## src/hdl/run_length_byte_decoder_top_macros.svh

```systemverilog
// assertion macros used by the decoder datapath
`ifndef RUN_LENGTH_BYTE_DECODER_TOP_MACROS_SVH
`define RUN_LENGTH_BYTE_DECODER_TOP_MACROS_SVH

// same-cycle implication
`define RLBD_ASSERT_NOW(lbl, ck, rn, ante, cons) \
	lbl: assert property (@(posedge ck) disable iff (!rn) (ante) |-> (cons)) \
		else $error("rlbd assertion failed");

// next-cycle implication
`define RLBD_ASSERT_NEXT(lbl, ck, rn, ante, cons) \
	lbl: assert property (@(posedge ck) disable iff (!rn) (ante) |=> (cons)) \
		else $error("rlbd assertion failed");

`endif

```

## src/hdl/rlbd_pkg.sv

```systemverilog
package rlbd_pkg;

	localparam logic [5:0] THRESHOLD_RESET = 6'd63;
	localparam logic [7:0] REPEAT_MAX      = 8'd64;
	localparam logic       REG_THRESHOLD   = 1'b0;

	localparam logic       REQ_DATA  = 1'b0;
	localparam logic       REQ_CHECK = 1'b1;

	localparam logic [1:0] STAT_BYTE     = 2'd0;
	localparam logic [1:0] STAT_COMPLETE = 2'd1;
	localparam logic [1:0] STAT_REP_OPEN = 2'd2;
	localparam logic [1:0] STAT_LIT_OPEN = 2'd3;

	typedef enum logic [1:0] {
		MODE_DIR = 2'd0,
		MODE_REP = 2'd1,
		MODE_LIT = 2'd2
	} mode_t;

	typedef enum logic {
		ST_ACCEPT = 1'b0,
		ST_REPEAT = 1'b1
	} ctl_state_t;

	typedef struct packed {
		logic accept;
		logic emit_rep;
	} ctl_cmd_t;

	typedef struct packed {
		logic slot_free;
		logic start_rep;
		logic rep_last;
	} dp_sts_t;

endpackage

```

## src/hdl/rlbd_regs.sv

```systemverilog
module rlbd_regs (
	input  logic        clk,
	input  logic        arst_n,
	input  logic        psel,
	input  logic        penable,
	input  logic        pwrite,
	input  logic [2:0]  paddr,
	input  logic [31:0] pwdata,
	output logic [31:0] prdata,
	output logic        pready,
	output logic [5:0]  threshold
);

	logic [5:0] threshold_q;
	logic       wr_hit;

	assign pready = 1'b1;
	assign wr_hit = psel && penable && pwrite && (paddr[2] == rlbd_pkg::REG_THRESHOLD);

	always_ff @(posedge clk or negedge arst_n) begin
		if (!arst_n) begin
			threshold_q <= rlbd_pkg::THRESHOLD_RESET;
		end else if (wr_hit) begin
			threshold_q <= pwdata[5:0];
		end
	end

	always_comb begin
		prdata = 32'd0;
		if (paddr[2] == rlbd_pkg::REG_THRESHOLD) begin
			prdata = {26'd0, threshold_q};
		end
	end

	assign threshold = threshold_q;

endmodule

```

## src/hdl/rlbd_ctl.sv

```systemverilog
module rlbd_ctl (
	input  logic                clk,
	input  logic                arst_n,
	input  logic                in_valid,
	output logic                in_ready,
	input  rlbd_pkg::dp_sts_t   sts,
	output rlbd_pkg::ctl_cmd_t  cmd
);

	rlbd_pkg::ctl_state_t state_q, state_nxt;

	always_ff @(posedge clk or negedge arst_n) begin
		if (!arst_n) begin
			state_q <= rlbd_pkg::ST_ACCEPT;
		end else begin
			state_q <= state_nxt;
		end
	end

	always_comb begin
		state_nxt = state_q;
		unique case (state_q)
			rlbd_pkg::ST_ACCEPT: begin
				if (in_valid && sts.slot_free && sts.start_rep) begin
					state_nxt = rlbd_pkg::ST_REPEAT;
				end
			end
			rlbd_pkg::ST_REPEAT: begin
				if (sts.slot_free && sts.rep_last) begin
					state_nxt = rlbd_pkg::ST_ACCEPT;
				end
			end
			default: state_nxt = rlbd_pkg::ST_ACCEPT;
		endcase
	end

	always_comb begin
		in_ready     = 1'b0;
		cmd.accept   = 1'b0;
		cmd.emit_rep = 1'b0;
		unique case (state_q)
			rlbd_pkg::ST_ACCEPT: begin
				in_ready   = sts.slot_free;
				cmd.accept = in_valid && sts.slot_free;
			end
			rlbd_pkg::ST_REPEAT: begin
				cmd.emit_rep = sts.slot_free;
			end
			default: begin
				in_ready = 1'b0;
			end
		endcase
	end

endmodule

```

## src/hdl/rlbd_dp.sv

```systemverilog
`include "run_length_byte_decoder_top_macros.svh"

module rlbd_dp (
	input  logic               clk,
	input  logic               arst_n,
	input  logic [5:0]         threshold,
	input  logic               req_type,
	input  logic [7:0]         data_byte,
	input  rlbd_pkg::ctl_cmd_t cmd,
	output rlbd_pkg::dp_sts_t  sts,
	input  logic               out_ready,
	output logic               out_valid,
	output logic [7:0]         out_byte,
	output logic [1:0]         result_status,
	output logic [7:0]         pending_count,
	output logic               last_of_run
);

	rlbd_pkg::mode_t mode_q;
	logic [7:0] rem_q;
	logic [7:0] rep_byte_q;
	logic [6:0] rep_cnt_q;
	logic       out_valid_q;
	logic [7:0] out_byte_q;
	logic [1:0] status_q;
	logic [7:0] pending_q;
	logic       last_q;

	logic       run_active;
	logic       is_rep;
	logic       is_lit;
	logic       load_out;
	logic [6:0] rep_len;

	assign run_active = (rem_q != 8'd0) &&
		((mode_q == rlbd_pkg::MODE_REP) || (mode_q == rlbd_pkg::MODE_LIT));
	assign is_rep  = run_active && (mode_q == rlbd_pkg::MODE_REP);
	assign is_lit  = run_active && (mode_q == rlbd_pkg::MODE_LIT);
	assign rep_len = (rem_q > rlbd_pkg::REPEAT_MAX) ? rlbd_pkg::REPEAT_MAX[6:0] : rem_q[6:0];

	assign load_out = cmd.emit_rep ||
		(cmd.accept && ((req_type == rlbd_pkg::REQ_CHECK) || is_lit));

	assign sts.slot_free = !out_valid_q || out_ready;
	assign sts.start_rep = (req_type == rlbd_pkg::REQ_DATA) && is_rep;
	assign sts.rep_last  = (rep_cnt_q == 7'd1);

	// run state
	always_ff @(posedge clk or negedge arst_n) begin
		if (!arst_n) begin
			mode_q    <= rlbd_pkg::MODE_DIR;
			rem_q     <= 8'd0;
			rep_cnt_q <= 7'd0;
		end else if (cmd.accept && (req_type == rlbd_pkg::REQ_DATA)) begin
			if (is_rep) begin
				mode_q    <= rlbd_pkg::MODE_DIR;
				rem_q     <= 8'd0;
				rep_cnt_q <= rep_len;
			end else if (is_lit) begin
				rem_q <= rem_q - 8'd1;
				if (rem_q == 8'd1) begin
					mode_q <= rlbd_pkg::MODE_DIR;
				end
			end else if (data_byte <= {2'b00, threshold}) begin
				mode_q <= rlbd_pkg::MODE_REP;
				rem_q  <= data_byte + 8'd1;
			end else begin
				mode_q <= rlbd_pkg::MODE_LIT;
				rem_q  <= data_byte - {2'b00, threshold};
			end
		end else if (cmd.emit_rep) begin
			rep_cnt_q <= rep_cnt_q - 7'd1;
		end
	end

	always_ff @(posedge clk) begin
		if (cmd.accept && sts.start_rep) begin
			rep_byte_q <= data_byte;
		end
	end

	// output register
	always_ff @(posedge clk or negedge arst_n) begin
		if (!arst_n) begin
			out_valid_q <= 1'b0;
		end else if (load_out) begin
			out_valid_q <= 1'b1;
		end else if (out_ready) begin
			out_valid_q <= 1'b0;
		end
	end

	always_ff @(posedge clk) begin
		if (cmd.emit_rep) begin
			out_byte_q <= rep_byte_q;
			status_q   <= rlbd_pkg::STAT_BYTE;
			pending_q  <= 8'd0;
			last_q     <= sts.rep_last;
		end else if (load_out) begin
			last_q <= 1'b1;
			if (req_type == rlbd_pkg::REQ_CHECK) begin
				out_byte_q <= 8'd0;
				if (is_rep) begin
					status_q  <= rlbd_pkg::STAT_REP_OPEN;
					pending_q <= rem_q;
				end else if (is_lit) begin
					status_q  <= rlbd_pkg::STAT_LIT_OPEN;
					pending_q <= rem_q;
				end else begin
					status_q  <= rlbd_pkg::STAT_COMPLETE;
					pending_q <= 8'd0;
				end
			end else begin
				out_byte_q <= data_byte;
				status_q   <= rlbd_pkg::STAT_BYTE;
				pending_q  <= 8'd0;
			end
		end
	end

	assign out_valid     = out_valid_q;
	assign out_byte      = out_byte_q;
	assign result_status = status_q;
	assign pending_count = pending_q;
	assign last_of_run   = last_q;

	`RLBD_ASSERT_NOW(a_emit_has_count, clk, arst_n, cmd.emit_rep, rep_cnt_q != 7'd0)
	`RLBD_ASSERT_NOW(a_run_not_empty, clk, arst_n, mode_q != rlbd_pkg::MODE_DIR, rem_q != 8'd0)
	`RLBD_ASSERT_NEXT(a_repeat_start, clk, arst_n, cmd.accept && sts.start_rep,
		(mode_q == rlbd_pkg::MODE_DIR) && (rep_cnt_q != 7'd0))
	`RLBD_ASSERT_NOW(a_no_overlap, clk, arst_n, cmd.emit_rep, !cmd.accept)

endmodule

```

## src/hdl/run_length_byte_decoder_top.sv

```systemverilog
// results: a check or literal byte is registered in the single output register, a
// directive gives none; data byte or check: one item per cycle while the output is free
// repeat run of n bytes: data byte taken, then the repeat counter emits the n bytes
// with input held off
// reset: run state cleared to waiting for directive, output empty, threshold 63
module run_length_byte_decoder_top (
	input  logic        clk,
	input  logic        arst_n,
	input  logic        s_axis_tvalid,
	output logic        s_axis_tready,
	input  logic [7:0]  s_axis_tdata,  // data_byte
	input  logic        s_axis_tuser,  // req_type
	output logic        m_axis_tvalid,
	input  logic        m_axis_tready,
	output logic [15:0] m_axis_tdata,  // out_byte, pending_count
	output logic [1:0]  m_axis_tuser,  // result_status
	output logic        m_axis_tlast,
	input  logic        psel,
	input  logic        penable,
	input  logic        pwrite,
	input  logic [2:0]  paddr,
	input  logic [31:0] pwdata,
	output logic [31:0] prdata,
	output logic        pready
);

	logic [5:0]         threshold;
	rlbd_pkg::ctl_cmd_t cmd;
	rlbd_pkg::dp_sts_t  sts;

	rlbd_regs u_regs (
		.clk       (clk),
		.arst_n    (arst_n),
		.psel      (psel),
		.penable   (penable),
		.pwrite    (pwrite),
		.paddr     (paddr),
		.pwdata    (pwdata),
		.prdata    (prdata),
		.pready    (pready),
		.threshold (threshold)
	);

	rlbd_ctl u_ctl (
		.clk      (clk),
		.arst_n   (arst_n),
		.in_valid (s_axis_tvalid),
		.in_ready (s_axis_tready),
		.sts      (sts),
		.cmd      (cmd)
	);

	rlbd_dp u_dp (
		.clk           (clk),
		.arst_n        (arst_n),
		.threshold     (threshold),
		.req_type      (s_axis_tuser),
		.data_byte     (s_axis_tdata),
		.cmd           (cmd),
		.sts           (sts),
		.out_ready     (m_axis_tready),
		.out_valid     (m_axis_tvalid),
		.out_byte      (m_axis_tdata[7:0]),
		.result_status (m_axis_tuser),
		.pending_count (m_axis_tdata[15:8]),
		.last_of_run   (m_axis_tlast)
	);

endmodule
```

## config.mk

```make
export PLATFORM = sky130hd
export DESIGN_NAME = run_length_byte_decoder_top
export DESIGN_NICKNAME = d
export VERILOG_FILES = /design/src/hdl/rlbd_pkg.sv /design/src/hdl/rlbd_regs.sv /design/src/hdl/rlbd_ctl.sv /design/src/hdl/rlbd_dp.sv /design/src/hdl/run_length_byte_decoder_top.sv
export VERILOG_INCLUDE_DIRS = /design/src /design/src/hdl
export SDC_FILE = /design/constraint.sdc
export NUM_CORES = 1
export LEC_CHECK = 0
export BUFFER_PORTS_ARGS = -buffer_cell sky130_fd_sc_hd__clkbuf_2
export CAP_MARGIN = 10
export CORE_MARGIN = 5
export CORE_UTILIZATION = 40
export CTS_CLUSTER_SIZE = 14
export DETAILED_ROUTE_END_ITERATION = 6
export HOLD_SLACK_MARGIN = 0.12
export PLACE_DENSITY = 0.67
export SYNTH_ARGS = -nofsm -noshare
export SYNTH_HDL_FRONTEND = slang
export SYNTH_HIERARCHICAL = 1
export SYNTH_SLANG_ARGS = --single-unit
```

## constraint.sdc

```tcl
create_clock -name clk -period 3.57 [get_ports clk]
set_input_delay 0.357 -clock clk [delete_from_list [all_inputs] [get_ports clk]]
set_output_delay 0.357 -clock clk [all_outputs]
set_load 0.05 [all_outputs]
```

==> results of run 1 <==
flip-flops by register name, summed over array words and instances (netlist names):
signal              cells
u_dp/out_valid          1
u_dp/mode_q             2
u_dp/pending_count      8
u_dp/out_byte           8
u_dp/rem_q              8
u_regs/threshold        6
u_dp/last_of_run        1
u_ctl/state_q           1
u_dp/rep_byte_q         8
u_dp/result_status      2
u_dp/rep_cnt_q          7
layout by cell type, fill, tap and decap left out, types with 4 or more instances in the layout:
cell type / n
edfxtp_1: 17
nor2_1: 18
clkbuf_8: 5
nand2_1: 18
dfrtp_1: 19
nand2b_1: 13
conb_1: 27
and2b_2: 6
dfstp_2: 6
buf_4: 5
mux2_2: 6
clkbuf_2: 49
nor3_1: 7
o21ai_0: 23
ha_1: 14
a21oi_1: 16
mux2i_1: 5
a211oi_1: 4
xor2_1: 5
dfxtp_1: 10
a22o_1: 8
inv_1: 16
nor4_1: 4
a31oi_1: 4
area by class of cell:
| cell class | count | area, um2 |
|---|---|---|
| clock buffers | 5 | 68.8 |
| well taps | 102 | 128 |
| multi-input cells | 243 | 1640 |
| fillers | 758 | 4230 |
| clock inverters | 3 | 46.3 |
| repair buffers | 55 | 293 |
| inverters | 16 | 60.1 |
| flip-flops and latches | 52 | 1340 |
through the flow:
stage	util [%]	area, um2
final	45.9	3580
after CTS	45.9	3580
after global placement	44.3	3460
after global routing	45.9	3580
after detailed placement	44.3	3460
after floorplan	-	3320
cell families after synthesis:
logic type,count (synthesis),share of synthesized area (%)
muxes,11,3.65
other,2,0.233
AOI/OAI and AO/OA,89,18.9
buffers and inverters,57,10.3
adders and majority gates,15,6.06
DFF,52,41.7
and+or+nand+nor,93,17.0
xor gates and xnor gates,8,2.17
path summary, 6_finish.rpt:
path,start,depth (start not counted),end,slack (ns)
min,pwdata[1],2,u_regs/threshold[1],0.28
min in group asynchronous,arst_n,2,u_dp/rem_q[5],0.61
max in group asynchronous,arst_n,2,u_dp/rem_q[3],2.52
max,u_regs/threshold[0],8,u_dp/rem_q[3],0.69
max reg2reg,u_regs/threshold[0],8,u_dp/rem_q[3],0.69
min reg2reg,u_dp/result_status[0],1,u_dp/result_status[0],0.47
metal layers:
layer	GRT usage (%)	routed length, um	vias to the layer above
met1	18.4	2980	1130
met2	21.9	3160	100
li1	-	-	1217
met3	2.17	466	15
met5	0	0	-
met4	6.93	204	0
worst max-delay path, stage by stage, from the launching register on:
cell and delay, ns:
dfstp_2 0.56, ha_1 0.17, inv_1 0.06, fa_1 0.42, a211oi_1 0.30, o31ai_1 0.21
a211oi_2 0.51, mux2i_1 0.18, a221o_1 0.37
power by group:
| part | switching, mW | leakage (nW) | total [mW] | internal [mW] |
|---|---|---|---|---|
| Sequential | 0.186 | 0.534 | 1.04 | 0.855 |
| Clock | 0.200 | 0.0548 | 0.411 | 0.211 |
| Combinational | 1.01 | 0.969 | 1.45 | 0.444 |
repair_timing:
action                                  4_1_cts  5_1_grt
hold buffers                                  1        0
hold endpoints to repair                     19        0
setup buffers                                 0        0
endpoints found under the setup margin        0        0
==> results by group, run 1 <==
Worst setup path
  • Setup crit start kind: flip-flop
  • Critical Path AT: 3.07 ns
  • Required time of the critical path: 3.76 ns
  • Crit path kind: flip-flop to flip-flop
  • Worst-path fanout max: 5
  • Worst setup EP type: flip-flop

Logic synthesis
  • Post-synth EDFFs: 17
  • Count leader, synth: buf_4
  • Area of the mapped netlist: 0.00322 mm2
  • Area share of the largest cell type after synthesis: 15.8%
  • FFs w/ async S/R, synth: 48.1%
  • Synth unique cells: 66
  • Avg Synthesized Cell Area: 9.86 um2
  • Number of synthesized register bits: 52
  • Synth top area cells: edfxtp_1, dfrtp_1, buf_4
  • Post-synthesis sequential area ratio: 41.7%
  • Most used DFF post-synth: dfrtp_1
  • Mapped Cells: 327
  • Syn. warnings: 6
  • Commonest cells post-synth: buf_4, o21ai_0, dfrtp_1
  • Biggest area consumer among synthesized cells: edfxtp_1

CTS
  • CTS buffer count: 5
  • Clk_lat worst skew: 0.30 ns
  • Sink Count: 52
  • TritonCTS clock tree: yes
  • Root buffer cell: clkbuf_8
  • # H-tree levels: 2
  • CTS Buffer Depth: 2
  • # resized after CTS: 0
  • Worst-path clk slew: 0.10 ns

Pwr
  • LEAKAGE: 1.56 nW
  • Max IR drop VDD: 254 uV
  • Tot Pwr: 2.90 mW
  • PD cells: 810 mW/mm2

Floorplanning
  • Starting density of the core: 41.3%
  • Die Wd: 99.8 um
  • Die area: 0.00995 mm2
  • Ports: 105
  • Placement Rows: 32
  • Die Height: 99.8 um
  • Core Area: 0.00781 mm2

Drt
  • Residual DRC count: 0
  • Wirelength, routed: 6810 um
  • Antenna Violating Nets Remaining: 0
  • Iter 0 DRT Violations: 241
  • WL per Instance: 14.3 um
  • Vias per cell: 5.17
  • DRT Pass-1 Iters: 4
  • DR vias: 2,462

Hold path
  • Worst Hold Class: primary input to flip-flop

Placement
  • # port buffers: 49
  • Final HPWL DP: 5150 um
  • GPL Wtd Cong: 0.884
  • Placed Cells: 467
  • Worst slack, placed: 0.674 ns

Global route
  • Number of global-route vias before repair: 2,371
  • Initial antenna violation count: 0
  • First-pass GRT wire length: 11,200 um
  • Largest net degree at the start of global routing: 26
  • GRT overflow: 0
  • GRT Util Overall: 13.9%

Timing
  • Hold Violations, Final: 0
  • Slew HR: 55.4%
  • Fin crit share: 80.7%
  • Final Worst Setup Slack: 0.688 ns
  • Post-layout min period: 2.88 ns
  • RSZ-0062 raised after global routing: false
  • Clk_skew: 0.00931 ns
  • Count of pins over their slew limit: 0
  • Least-Margin Pin Slew: 0.668 ns
  • F_max: 347 MHz
  • Final setup fails: 0
  • Hold slack: 0.277 ns
  • Total Negative Setup Slacks: 0 ns

Cells and area
  • Fin cells: 476
  • # diodes: 0
  • Area grow syn2layout: 11.1%
  • Layout cells sized above 1: 24.6%
  • Nets: 439

Run
  • Max-cap violations: 0

Run status
  • Run status: finished clean
Note: power is estimated with default switching activity, not from simulation.
==> run 2, diff against run 1 <==
ABC_AREA = 1   (was unset)
clock period = 2.7 ns   (was 3.57 ns; I/O delays follow)
==> run 2 against run 1 <==
Net effect:
- cell count is 25% higher
- clock power is 8.0% higher
- core utilization is 0.58 points lower
- critical path depth is 4 higher
- sequential cell count stayed put
==> results by group, run 2 <==
Run status
  • Run status: finished clean

Global route
  • Number of global-route vias before repair: 2,701 (+14%)
  • First-pass GRT wire length: 12,200 um (+8.8%)
  • Initial antenna violation count: 0 (unchanged)
  • Largest net degree at the start of global routing: 26 (unchanged)
  • GRT Util Overall: 14.6% (+0.71 points)
  • GRT overflow: 0 (unchanged)

Hold path
  • HP Start: pwdata[2]
  • Worst Hold Class: primary input to flip-flop

Timing
  • RSZ-0062 raised after global routing: false
  • Hold Violations, Final: 0 (unchanged)
  • Final setup fails: 0 (unchanged)
  • Count of pins over their slew limit: 0 (unchanged)
  • Final Worst Setup Slack: 0.382 ns (-0.306 ns)
  • F_max: 431 MHz (+24%)
  • Fin crit share: 85.9% (+5.1 points)
  • Slew HR: 54.9% (-0.50 points)
  • Post-layout min period: 2.32 ns (-0.564 ns)
  • Hold slack: 0.151 ns (-0.126 ns)
  • Least-Margin Pin Slew: 0.676 ns (+0.00743 ns)
  • Clk_skew: 0.00662 ns (-0.00269 ns)
  • Total Negative Setup Slacks: 0 ns (unchanged)

Cells and area
  • # diodes: 0 (unchanged)
  • Nets: 556 (+27%)
  • Final Cell Area: 0.00374 mm2 (+4.4%)
  • Fillers: 837 (+10%)
  • Commonest non-fill, non-tap cells in the layout: nand2_1, inv_1, clkbuf_2
  • Area grow syn2layout: 10.1%
  • FF/Latch Area: 0.00134 mm2 (unchanged)
  • Most common cell after layout, fill and taps aside: nand2_1
  • Layout cells sized above 1: 18.5% (-6.1 points)
  • Multi-input logic area: 0.00167 mm2 (+1.8%)

Logic synthesis
  • Mapped Cells: 440 (+35%)
  • Mux contribution to synthesized area: 0% (-3.6 points)
  • Post-synth EDFFs: 17 (unchanged)
  • FFs w/ async S/R, synth: 48.1% (unchanged)
  • Synth Area in Compound Gates: 8.73% (-10 points)
  • Xor and xnor fraction of the mapped netlist area: 3.87% (+1.7 points)
  • Syn. warnings: 6 (unchanged)
  • Most used DFF post-synth: dfrtp_1
  • Area share of the largest cell type after synthesis: 15.0% (-0.81 points)
  • Synth unique cells: 37 (-44%)
  • Number of synthesized register bits: 52 (unchanged)
  • Commonest cells post-synth: nand2_1, inv_1, nand3_1
  • Synth top area cells: edfxtp_1, dfrtp_1, nand2_1
  • Post-synthesis sequential area ratio: 39.6% (-2.1 points)
  • Avg Synthesized Cell Area: 7.72 um2 (-22%)
  • Largest family of logic cells by synthesized area: simple AND/OR/NAND/NOR gates
  • Count leader, synth: nand2_1
  • Biggest area consumer among synthesized cells: edfxtp_1
  • Post-synthesis simple-gate area fraction: 27.9% (+11 points)
  • Area of the mapped netlist: 0.00340 mm2 (+5.4%)
  • Synth Area in Adders: 5.75% (-0.31 points)

Pwr
  • Clk pwr share: 10.8% (-3.4 points)
  • Sw frac: 52.4% (+4.4 points)
  • Internal power: 1.95 mW (+29%)
  • Combinational share of power: 56.1% (+6.1 points)
  • Sw power: 2.15 mW (+54%)
  • PD cells: 1090 mW/mm2 (+35%)
  • Max IR drop VDD: 334 uV (+32%)
  • Reg power frac: 33.0% (-2.8 points)
  • LEAKAGE: 1.91 nW (+23%)

Drt
  • DRT Pass-1 Iters: 4 (unchanged)
  • Antenna Violating Nets Remaining: 0 (unchanged)
  • Residual DRC count: 0 (unchanged)
  • DR vias: 2,850 (+16%)
  • Wirelength, routed: 7290 um (+7.1%)
  • Vias per cell: 4.78 (-7.5%)
  • Iter 0 DRT Violations: 226 (-6.2%)
  • WL per Instance: 12.2 um (-14%)

Worst setup path
  • Critical Path AT: 2.53 ns (-0.54 ns)
  • Worst setup EP type: flip-flop
  • Setup crit start kind: flip-flop
  • Worst-path fanout max: 8 (+3)
  • Crit path kind: flip-flop to flip-flop
  • CP startpoint: u_regs/threshold[0]
  • Required time of the critical path: 2.91 ns (-0.85 ns)
  • Worst r2r src: u_regs/threshold[0]
  • R2r setup slk: 0.38 ns (-0.31 ns)

Floorplanning
  • Die Wd: 102 um (+2.4%)
  • Core Area: 0.00826 mm2 (+5.8%)
  • Die area: 0.0104 mm2 (+4.8%)
  • Die Height: 102 um (+2.4%)
  • Ports: 105 (unchanged)
  • Starting density of the core: 41.1% (-0.15 points)
  • Placement Rows: 33 (+3.1%)

CTS
  • TritonCTS clock tree: yes
  • CTS buffer count: 5 (unchanged)
  • CTS Buffer Depth: 2 (unchanged)
  • Root buffer cell: clkbuf_8
  • Clk_lat worst skew: 0.31 ns (about the same)
  • Sink Count: 52 (unchanged)
  • # H-tree levels: 2 (unchanged)
  • Worst-path clk slew: 0.09 ns (about the same)

Placement
  • Final HPWL DP: 5720 um (+11%)
  • # port buffers: 49 (unchanged)
  • Area after DPL: 0.00364 mm2 (+5.4%)
  • Worst slack, placed: 0.389 ns (-0.285 ns)
  • GPL Wtd Cong: 0.876 (-0.97%)

Run
  • Max-cap violations: 0 (unchanged)
[run 2: changes by cell type after synthesis, sizes merged, moves of 13 or more]
| cell | before | now |
|---|---|---|
| nand2b | 13 | 0 |
| nand2 | 18 | 132 |
| inv | 16 | 61 |
| nor2 | 18 | 40 |
| nand3 | 3 | 34 |
[run 2: cell families (layout without fill, tap and decap cells)]
logic type / Yosys count / in the layout
xor gates and xnor gates: 15 / 15
buffers and inverters: 95 / 121
other: 2 / 27
and+or+nand+nor: 214 / 214
adders and majority gates: 15 / 15
DFF: 52 / 52
AOI/OAI and AO/OA: 47 / 47
[run 2: worst paths after layout]
check | to | cells past startpoint
max | u_dp/rem_q[1] | 12
min | u_regs/threshold[2] | 3
max reg2reg | u_dp/rem_q[1] | 12
min reg2reg | u_dp/pending_count[4] | 2
max in group asynchronous | u_dp/rem_q[1] | 2
min in group asynchronous | u_ctl/state_q | 2
[run 2: through the flow]
stage	power [mW]	util [%]	instances
after global placement	3.61	44.1	587
after CTS	4.12	45.3	596
after global routing	4.44	45.3	596
after detailed placement	3.66	44.1	587
final	4.09	45.3	596
after floorplan	3.20	-	465
[run 2: worst max-delay path, stage by stage, from the launching register on]
cell and delay (ns):
dfstp_2 0.56, ha_1 0.17, inv_1 0.05, fa_1 0.40, nand3_1 0.09, nand3_1 0.12, nand2_1 0.09, nand2_1 0.04
nand2_1 0.25, nand2_2 0.11, or2_1 0.22, nand3_1 0.06, nand2_1 0.05
[run 2: layer usage]
layer | vias up | global-route usage [%] | part of all wire [%] | routed length [um]
li1 | 1442 | - | - | -
met1 | 1291 | 19.9 | 45 | 3300
met2 | 103 | 23.1 | 46 | 3320
met3 | 14 | 2.46 | 7.0 | 508
met4 | 0 | 5.75 | 2.2 | 164
met5 | - | 0 | 0 | 0
[run 2: power groups by stage]
stage | clock network [mW] | registers [mW] | logic, mW
2_1_floorplan | 0 | 1.75 | 1.45
3_3_place_gp | 0 | 1.35 | 2.26
3_5_place_dp | 0 | 1.36 | 2.29
4_1_cts | 0.462 | 1.35 | 2.31
5_1_grt | 0.487 | 1.38 | 2.57
6_report | 0.444 | 1.35 | 2.30
[run 2: cell type report]
cell class	count	area share (%)
inverter	61	6.26
multi-input combinational	318	44.7
tap	105	3.51
sequential	52	35.9
timing repair buffer	52	7.23
clock buffer	5	1.84
clock inverter	3	0.535
[run 2: repair_timing]
item,CTS,global route
hold endpoints to repair,19,0
hold buffers,1,0
setup buffers,0,0
gates resized for setup,0,0
